[src/hw/rtl/rfpw_pkg.sv]
// Shared types and constants for the pulse-width frame decoder.
`timescale 1ns / 1ps

package rfpw_pkg;

	localparam int unsigned RUN_W      = 8;
	localparam int unsigned IDLE_W     = 16;
	localparam int unsigned BIT_POS_W  = 3;
	localparam int unsigned BYTE_POS_W = 3;
	localparam int unsigned DATA_BYTES = 5;
	localparam int unsigned DATA_W     = 8 * DATA_BYTES;
	localparam int unsigned CFG_IDX_W  = 3;
	localparam int unsigned CFG_DATA_W = 16;

	// Configuration register indexes
	typedef enum logic [CFG_IDX_W-1:0] {
		CFG_ONE_RUN_MIN   = 3'd0,
		CFG_ONE_RUN_MAX   = 3'd1,
		CFG_ZERO_RUN_MIN  = 3'd2,
		CFG_ZERO_RUN_MAX  = 3'd3,
		CFG_SYNC_LOW_MIN  = 3'd4,
		CFG_SYNC_LOW_MAX  = 3'd5,
		CFG_SYNC_HIGH_MIN = 3'd6,
		CFG_SYNC_HIGH_MAX = 3'd7
	} cfg_idx_t;

	typedef struct packed {
		logic [RUN_W-1:0]  one_run_min;
		logic [RUN_W-1:0]  one_run_max;
		logic [RUN_W-1:0]  zero_run_min;
		logic [RUN_W-1:0]  zero_run_max;
		logic [IDLE_W-1:0] sync_low_min;
		logic [IDLE_W-1:0] sync_low_max;
		logic [IDLE_W-1:0] sync_high_min;
		logic [IDLE_W-1:0] sync_high_max;
	} cfg_t;

	localparam cfg_t CFG_RESET = '{
		one_run_min:   8'd3,
		one_run_max:   8'd7,
		zero_run_min:  8'd7,
		zero_run_max:  8'd15,
		sync_low_min:  16'd80,
		sync_low_max:  16'd160,
		sync_high_min: 16'd80,
		sync_high_max: 16'd1600
	};

	// Decoder control state, frame bytes kept apart
	typedef struct packed {
		logic [RUN_W-1:0]      bit_low_run;
		logic                  high_seen;
		logic                  synced;
		logic [IDLE_W-1:0]     idle_high_run;
		logic [IDLE_W-1:0]     idle_low_run;
		logic [BIT_POS_W-1:0]  bit_position;
		logic [BYTE_POS_W-1:0] byte_position;
		logic                  ready_flag;
	} dec_state_t;

	typedef struct packed {
		logic              frame_ready;
		logic [DATA_W-1:0] frame_data;
		logic              in_sync;
	} result_t;

endpackage

[src/hw/rtl/rf_pulse_width_frame_decoder_core.sv]
// Top level of the pulse-width OOK frame decoder.
//
//   channel  | handshake                   | payload
//   ---------+-----------------------------+-------------------------------------
//   in       | in_valid / in_ready         | rf_level, powered, release_frame
//   out      | out_valid / out_ready       | frame_ready, frame_data, in_sync
//   cfg      | cfg_valid / cfg_ready       | cfg_index, cfg_data
//
// One sample request is taken per clock while in_ready is high; its result
// enters the buffer at that edge and shows next cycle if the main slot is free.
// All decoding is one combinational pass on the state registers.
// The two-entry output buffer drops in_ready only when both slots hold results.
// Reset loads the register defaults and clears all decoder state; no sweep.
// cfg_ready stays high; writes take effect on the next sample.
`timescale 1ns / 1ps

module rf_pulse_width_frame_decoder_core #(
	parameter int unsigned FRAME_BYTES = 5
) (
	input  logic                                 clk,
	input  logic                                 arst_n,
	input  logic                                 in_valid,
	output logic                                 in_ready,
	input  logic                                 rf_level,
	input  logic                                 powered,
	input  logic                                 release_frame,
	output logic                                 out_valid,
	input  logic                                 out_ready,
	output logic                                 frame_ready,
	output logic [rfpw_pkg::DATA_W-1:0]          frame_data,
	output logic                                 in_sync,
	input  logic                                 cfg_valid,
	output logic                                 cfg_ready,
	input  logic [rfpw_pkg::CFG_IDX_W-1:0]       cfg_index,
	input  logic [rfpw_pkg::CFG_DATA_W-1:0]      cfg_data
);

	rfpw_pkg::cfg_t             cfg_q;
	rfpw_pkg::dec_state_t       state_q;
	rfpw_pkg::dec_state_t       state_nxt;
	logic [FRAME_BYTES-1:0][7:0] store_q;
	logic [FRAME_BYTES-1:0][7:0] store_nxt;
	rfpw_pkg::result_t          res;
	rfpw_pkg::result_t          out_data;
	logic                       in_fire;
	logic                       space;

	assign cfg_ready = 1'b1;
	assign in_ready  = space;
	assign in_fire   = in_valid & space;

	// Write configuration registers
	always_ff @(posedge clk or negedge arst_n) begin
		if (!arst_n) begin
			cfg_q <= rfpw_pkg::CFG_RESET;
		end else if (cfg_valid) begin
			unique case (rfpw_pkg::cfg_idx_t'(cfg_index))
				rfpw_pkg::CFG_ONE_RUN_MIN:   cfg_q.one_run_min   <= cfg_data[7:0];
				rfpw_pkg::CFG_ONE_RUN_MAX:   cfg_q.one_run_max   <= cfg_data[7:0];
				rfpw_pkg::CFG_ZERO_RUN_MIN:  cfg_q.zero_run_min  <= cfg_data[7:0];
				rfpw_pkg::CFG_ZERO_RUN_MAX:  cfg_q.zero_run_max  <= cfg_data[7:0];
				rfpw_pkg::CFG_SYNC_LOW_MIN:  cfg_q.sync_low_min  <= cfg_data;
				rfpw_pkg::CFG_SYNC_LOW_MAX:  cfg_q.sync_low_max  <= cfg_data;
				rfpw_pkg::CFG_SYNC_HIGH_MIN: cfg_q.sync_high_min <= cfg_data;
				rfpw_pkg::CFG_SYNC_HIGH_MAX: cfg_q.sync_high_max <= cfg_data;
				default: ;
			endcase
		end
	end

	rfpw_step #(
		.FRAME_BYTES (FRAME_BYTES)
	) u_step (
		.cur           (state_q),
		.store_cur     (store_q),
		.cfg           (cfg_q),
		.rf_level      (rf_level),
		.powered       (powered),
		.release_frame (release_frame),
		.nxt           (state_nxt),
		.store_nxt     (store_nxt),
		.res           (res)
	);

	// Hold decoder state between accepted samples
	always_ff @(posedge clk or negedge arst_n) begin
		if (!arst_n) begin
			state_q <= '0;
			store_q <= '0;
		end else if (in_fire) begin
			state_q <= state_nxt;
			store_q <= store_nxt;
		end
	end

	rfpw_out_buf u_out_buf (
		.clk       (clk),
		.arst_n    (arst_n),
		.push      (in_fire),
		.push_data (res),
		.space     (space),
		.out_valid (out_valid),
		.out_ready (out_ready),
		.out_data  (out_data)
	);

	assign frame_ready = out_data.frame_ready;
	assign frame_data  = out_data.frame_data;
	assign in_sync     = out_data.in_sync;

endmodule

[src/hw/rtl/rfpw_step.sv]
// Next-state and result logic for one receiver sample.
`timescale 1ns / 1ps

module rfpw_step #(
	parameter int unsigned FRAME_BYTES = 5
) (
	input  rfpw_pkg::dec_state_t       cur,
	input  logic [FRAME_BYTES-1:0][7:0] store_cur,
	input  rfpw_pkg::cfg_t             cfg,
	input  logic                       rf_level,
	input  logic                       powered,
	input  logic                       release_frame,
	output rfpw_pkg::dec_state_t       nxt,
	output logic [FRAME_BYTES-1:0][7:0] store_nxt,
	output rfpw_pkg::result_t          res
);

	logic push;
	logic push_one;
	logic enter;
	logic is_one;
	logic is_zero;

	// Bit windows on the low run before a rising edge
	assign is_one  = (cur.bit_low_run > cfg.one_run_min) &&
		(cur.bit_low_run <= cfg.one_run_max);
	assign is_zero = (cur.bit_low_run > cfg.zero_run_min) &&
		(cur.bit_low_run < cfg.zero_run_max);

	// Advance decoder state by one sample
	always_comb begin
		nxt       = cur;
		store_nxt = store_cur;
		push      = 1'b0;
		push_one  = 1'b0;
		enter     = 1'b0;
		nxt.ready_flag = cur.ready_flag & ~release_frame;
		if (!powered) begin
			nxt       = '0;
			store_nxt = '0;
		end else if (!nxt.ready_flag) begin
			// synchronized: measure low runs, decode at rising edges
			if (cur.synced) begin
				if (!rf_level) begin
					if (cur.bit_low_run != '1) begin
						nxt.bit_low_run = cur.bit_low_run + 1'b1;
					end
					nxt.high_seen = 1'b0;
				end else begin
					if (!cur.high_seen) begin
						if (is_one || is_zero) begin
							push     = 1'b1;
							push_one = is_one;
							if (cur.bit_position == rfpw_pkg::BIT_POS_W'(7)) begin
								nxt.bit_position = '0;
								if (cur.byte_position ==
										rfpw_pkg::BYTE_POS_W'(FRAME_BYTES - 1)) begin
									nxt.byte_position = '0;
									nxt.synced        = 1'b0;
									nxt.ready_flag    = 1'b1;
								end else begin
									nxt.byte_position = cur.byte_position + 1'b1;
								end
							end else begin
								nxt.bit_position = cur.bit_position + 1'b1;
							end
						end else begin
							nxt.synced        = 1'b0;
							nxt.bit_position  = '0;
							nxt.byte_position = '0;
						end
					end
					nxt.bit_low_run = '0;
					nxt.high_seen   = 1'b1;
				end
			end
			// unsynchronized, also on the sample that dropped sync
			if (!nxt.synced) begin
				if (rf_level) begin
					if (nxt.idle_high_run != '1) begin
						nxt.idle_high_run = nxt.idle_high_run + 1'b1;
					end
					enter = (nxt.idle_low_run > cfg.sync_low_min) &&
						(nxt.idle_low_run < cfg.sync_low_max);
					nxt.idle_low_run = '0;
				end else begin
					if (nxt.idle_low_run != '1) begin
						nxt.idle_low_run = nxt.idle_low_run + 1'b1;
					end
					enter = (nxt.idle_high_run > cfg.sync_high_min) &&
						(nxt.idle_high_run < cfg.sync_high_max);
					nxt.idle_high_run = '0;
				end
				if (enter) begin
					nxt.synced        = 1'b1;
					nxt.bit_position  = '0;
					nxt.byte_position = '0;
					nxt.idle_high_run = '0;
					nxt.idle_low_run  = '0;
					nxt.bit_low_run   = '0;
				end
			end
			// shift the new bit in at the top of the current byte
			for (int i = 0; i < FRAME_BYTES; i++) begin
				if (push && (cur.byte_position == rfpw_pkg::BYTE_POS_W'(i))) begin
					store_nxt[i] = {push_one, store_cur[i][7:1]};
				end
			end
		end
	end

	// Pack the result from the updated state
	assign res.frame_ready = nxt.ready_flag;
	assign res.in_sync     = nxt.synced;

	for (genvar g = 0; g < rfpw_pkg::DATA_BYTES; g++) begin : g_data
		if (g < FRAME_BYTES) begin : g_byte
			assign res.frame_data[8*g +: 8] = store_nxt[g];
		end else begin : g_pad
			assign res.frame_data[8*g +: 8] = 8'h00;
		end
	end

endmodule

[src/hw/rtl/rfpw_out_buf.sv]
// Two-entry output buffer that keeps input ready off the output ready path.
`timescale 1ns / 1ps

module rfpw_out_buf (
	input  logic              clk,
	input  logic              arst_n,
	input  logic              push,
	input  rfpw_pkg::result_t push_data,
	output logic              space,
	output logic              out_valid,
	input  logic              out_ready,
	output rfpw_pkg::result_t out_data
);

	logic              main_valid_q;
	logic              skid_valid_q;
	rfpw_pkg::result_t main_q;
	rfpw_pkg::result_t skid_q;
	logic              pop;

	assign pop       = main_valid_q & out_ready;
	assign space     = ~skid_valid_q;
	assign out_valid = main_valid_q;
	assign out_data  = main_q;

	// Track occupancy of both slots
	always_ff @(posedge clk or negedge arst_n) begin
		if (!arst_n) begin
			main_valid_q <= 1'b0;
			skid_valid_q <= 1'b0;
		end else begin
			if (pop) begin
				if (skid_valid_q) begin
					skid_valid_q <= 1'b0;
				end else if (!push) begin
					main_valid_q <= 1'b0;
				end
			end else if (push) begin
				if (!main_valid_q) begin
					main_valid_q <= 1'b1;
				end else begin
					skid_valid_q <= 1'b1;
				end
			end
		end
	end

	// Move result requests through the slots
	always_ff @(posedge clk) begin
		if (pop) begin
			if (skid_valid_q) begin
				main_q <= skid_q;
			end else if (push) begin
				main_q <= push_data;
			end
		end else if (push) begin
			if (!main_valid_q) begin
				main_q <= push_data;
			end else begin
				skid_q <= push_data;
			end
		end
	end

endmodule

[config.mk]
export PLATFORM = sky130hd
export DESIGN_NAME = rf_pulse_width_frame_decoder_core
export DESIGN_NICKNAME = d
export VERILOG_FILES = /design/src/hw/rtl/rfpw_pkg.sv /design/src/hw/rtl/rf_pulse_width_frame_decoder_core.sv /design/src/hw/rtl/rfpw_step.sv /design/src/hw/rtl/rfpw_out_buf.sv
export SDC_FILE = /design/constraint.sdc
export NUM_CORES = 1
export LEC_CHECK = 0
export BUFFER_PORTS_ARGS = -buffer_cell sky130_fd_sc_hd__buf_2
export CORE_ASPECT_RATIO = 0.75
export CORE_MARGIN = 1.5
export CORE_UTILIZATION = 60
export DETAILED_ROUTE_END_ITERATION = 16
export PLACE_DENSITY = 0.78
export SYNTH_ARGS = -nofsm -noshare
export SYNTH_HDL_FRONTEND = slang
export SYNTH_SLANG_ARGS = --single-unit
[constraint.sdc]
create_clock -name clk -period 4.2 [get_ports clk]
set_input_delay 0.42 -clock clk [delete_from_list [all_inputs] [get_ports clk]]
set_output_delay 0.42 -clock clk [all_outputs]
set_load 0.1 [all_outputs]
==> key figures <==
Setup path
  • Crit. End Element: register
  • Crit-path max FO: 18
  • Critical path arrival: 4.37 ns
  • R2R Setup Slk: 0.24 ns
  • Startpoint types: register
  • Worst EP required: 4.61 ns
  • Crit Path Class: reg -> reg

Placement
  • DP HPWL: 21.4 mm
  • Inst Count DP: 1,717
  • Pre-CTS setup slack: 0.364 ns
  • IO buf count: 70
  • Routability cong.: 0.869

Die
  • Die ar.: 24,700 sq um
  • Die Wd: 181 microns
  • Core region area: 23,200 sq um
  • Die Span Y: 136 microns
  • FP Rows: 48
  • I/O pins: 72
  • Initial Utilization: 61.5%

Clocking
  • Postcts setup bufs: 0
  • # clock sinks: 271
  • Inserted Clock Buffers: 27
  • Root buffer cell: clkbuf_16
  • H-tree depth: 1
  • Clock transition at path regs: 0.06 ns
  • Clock Latency Late Sink: 0.54 ns
  • Clock buffer depth: 3
  • CTS tree: built

Power
  • Worst vdd ir: 0.503 mV
  • Leak: 0.00710 uW
  • Pwr Density: 531 nW/um^2

STA
  • Min Hold Slack: 0.108 ns
  • Final setup TNS: 0 ns
  • Tightest Pin Transition: 1.13 ns
  • Max-slew violation count: 0
  • Rel. slew slack: 24.1%
  • Final period utilization: 94.2%
  • Number of setup violations in the final report: 0
  • RSZ-0062 raised after global routing: false
  • Final Hold Fails: 0
  • Worst Slack Setup Final: 0.243 ns
  • Period minus WS final: 3.96 ns
  • Fin Clk Skew: 0.0115 ns
  • FMAX: 0.253 GHz

Synthesis
  • Post-synthesis sequential area ratio: 50.7%
  • Synth Cell Area: 14,300 sq um
  • Post-Syn Area per Cell: 10.3 sq um
  • Top FF cell, synth: dfrtp_1
  • Syn Nets: 1,517
  • Mapped Cells: 1,387
  • Synth cell types: 66
  • Yosys reg bits: 271
  • Synthesis Warnings: 0
  • Post-synth EDFFs: 84
  • Fraction of registers with async set/reset: 69.0%

GRT
  • Grt total ovfl: 0
  • GRT Util Overall: 26.6%
  • Vias in the first global route: 10,200
  • Antenna violations before repair: 0
  • First-pass GRT wire length: 52.8 mm
  • Largest net degree at the start of global routing: 92

Layout
  • Layout cell share with drive strength beyond 1: 16.5%
  • Filler cells: 1,771
  • Fin cells: 1,767
  • ANT cells: 0
  • P&R area growth vs syn: 10.9%
  • Nets: 1,577

Routing
  • Avg WL per Cell: 18.1 microns
  • Routed Antenna Nets: 0
  • First DRT Iteration DRCs: 781
  • # DRC: 0
  • Via Count: 10,600
  • Final wirelength: 32.0 mm
  • Via density: 6.00
  • DR pass1 iterations: 5

Min path
  • Hold Path Class: in -> reg

Job
  • Max_cap viols: 0

Run status
  • Status: completed
flip-flops by register name, indices dropped and copies added (netlist names):
| signal | cells |
|---|---|
| u_out_buf.skid_q | 42 |
| cfg_q | 96 |
| u_out_buf.out_valid | 1 |
| store_q | 40 |
| u_out_buf.out_data | 42 |
| state_q | 49 |
| u_out_buf.skid_valid_q | 1 |
where the power goes:
part / switching (uW) / internal, uW / total (uW)
logic: 2050 / 546 / 2600
registers: 199 / 3250 / 3440
clock network: 1010 / 1340 / 2350
total: 3260 / 5140 / 8390
kinds of logic (layout without fill, tap and decap cells):
logic type               after synthesis  in the layout  share of synthesized area (%)
other                                  1              1                         0.0263
adder cells (fa/ha/maj)              103            103                           9.04
AND/OR/NAND/NOR                      408            408                           13.1
multiplexers                         106            106                           8.02
flip-flops                           271            271                           50.7
buffers and inverters                173            253                           4.71
AO/OA/AOI/OAI                        325            325                           14.3
layout by cell type (no fill, tap or decap), types with 8 or more instances in the layout:
| master | count |
|---|---|
| nand2_1 | 177 |
| dfrtp_1 | 166 |
| o21ai_0 | 139 |
| inv_1 | 108 |
| ha_1 | 103 |
| nor2_1 | 85 |
| edfxtp_1 | 84 |
| buf_2 | 69 |
| mux2_2 | 66 |
| a21oi_1 | 49 |
| mux2i_1 | 40 |
| nand4_1 | 34 |
| nand3_1 | 30 |
| clkbuf_16 | 28 |
| o211ai_1 | 24 |
| a22oi_1 | 23 |
| buf_4 | 23 |
| dfstp_2 | 21 |
| a21o_1 | 17 |
| a22o_1 | 16 |
| and3_1 | 15 |
| o31ai_1 | 14 |
| nand2b_1 | 13 |
| nor3_1 | 11 |
| clkinv_2 | 11 |
| a31oi_1 | 9 |
| nor2b_1 | 8 |
cell type report:
class	instances	area [sq um]	share of cell area [%]
clock buffer	36	771	4.88
multi-input combinational	943	6370	40.3
inverter	109	409	2.59
sequential	271	7230	45.7
tap	300	375	2.38
clock inverter	13	88.8	0.562
timing repair buffer	95	559	3.54
critical path: stages (launching register included):
cell and delay (ns):
dfrtp_1 0.56, ha_1 0.33, a21oi_1 0.16, nand2_1 0.07
a211oi_1 0.23, o311ai_1 0.21, o21a_1 0.22, o21ai_0 0.78
a211o_1 0.65, nor2b_1 0.14, buf_4 0.20, a221o_1 0.29
per-layer routing:
| layer | vias up | part of all wire, % | wire length, microns | GRT usage, % |
|---|---|---|---|---|
| li1 | 5085 | - | - | - |
| met1 | 5165 | 48 | 15200 | 39.5 |
| met2 | 300 | 45 | 14500 | 41.9 |
| met3 | 55 | 5.2 | 1660 | 2.84 |
| met4 | 0 | 2.0 | 634 | 6.81 |
| met5 | - | 0 | 0 | 0 |
path summary, 6_finish.rpt:
check / from / to / cells after the start
min reg2reg: state_q[5] / state_q[5] / 1
max: state_q[47] / state_q[30] / 11
max reg2reg: state_q[47] / state_q[30] / 11
min in group asynchronous: arst_n / cfg_q[85] / 2
min: out_ready / u_out_buf.skid_valid_q / 2
max in group asynchronous: arst_n / cfg_q[10] / 3
cells in the mapped netlist, types with 3 or more instances:
cell type	number	share of area, %
a211oi_1	3	0.16
a21o_1	17	0.90
a21oi_1	50	1.8
a22o_1	16	0.98
a22oi_1	23	1.2
a31oi_1	9	0.40
and2_1	4	0.18
and3_1	16	0.70
and4_1	4	0.25
buf_1	3	0.079
buf_2	3	0.11
clkbuf_1	55	1.4
dfrtp_1	166	29
dfstp_2	21	3.9
edfxtp_1	84	18
ha_1	103	9.0
inv_1	108	2.8
mux2_2	66	5.2
mux2i_1	40	2.8
nand2_1	177	4.7
nand2b_1	13	0.57
nand3_1	30	1.1
nand4_1	34	1.5
nand4b_1	3	0.18
nor2_1	85	2.2
nor2b_1	8	0.35
nor3_1	12	0.42
nor4_1	4	0.18
o211ai_1	24	1.3
o21ai_0	139	4.9
o31ai_1	14	0.74
o31ai_2	4	0.35
or2_2	4	0.18
or3_1	3	0.13
stage by stage:
| stage | power, uW | instance area, sq um | util (%) |
|---|---|---|---|
| 2_1_floorplan | 5520 | 14300 | - |
| 4_1_cts | 8430 | 15800 | 68.2 |
| 5_1_grt | 8770 | 15800 | 68.2 |
| 3_5_place_dp | 6060 | 14900 | 64.4 |
| 3_3_place_gp | 5990 | 14900 | 64.4 |
| 6_report | 8390 | 15800 | 68.2 |
what timing repair did:
| item | in CTS | in global routing |
|---|---|---|
| resized for setup | 0 | 0 |
| endpoints found under the hold margin | 63 | 0 |
| hold buffers | 1 | 0 |
Note: power is estimated with default switching activity, not from simulation.
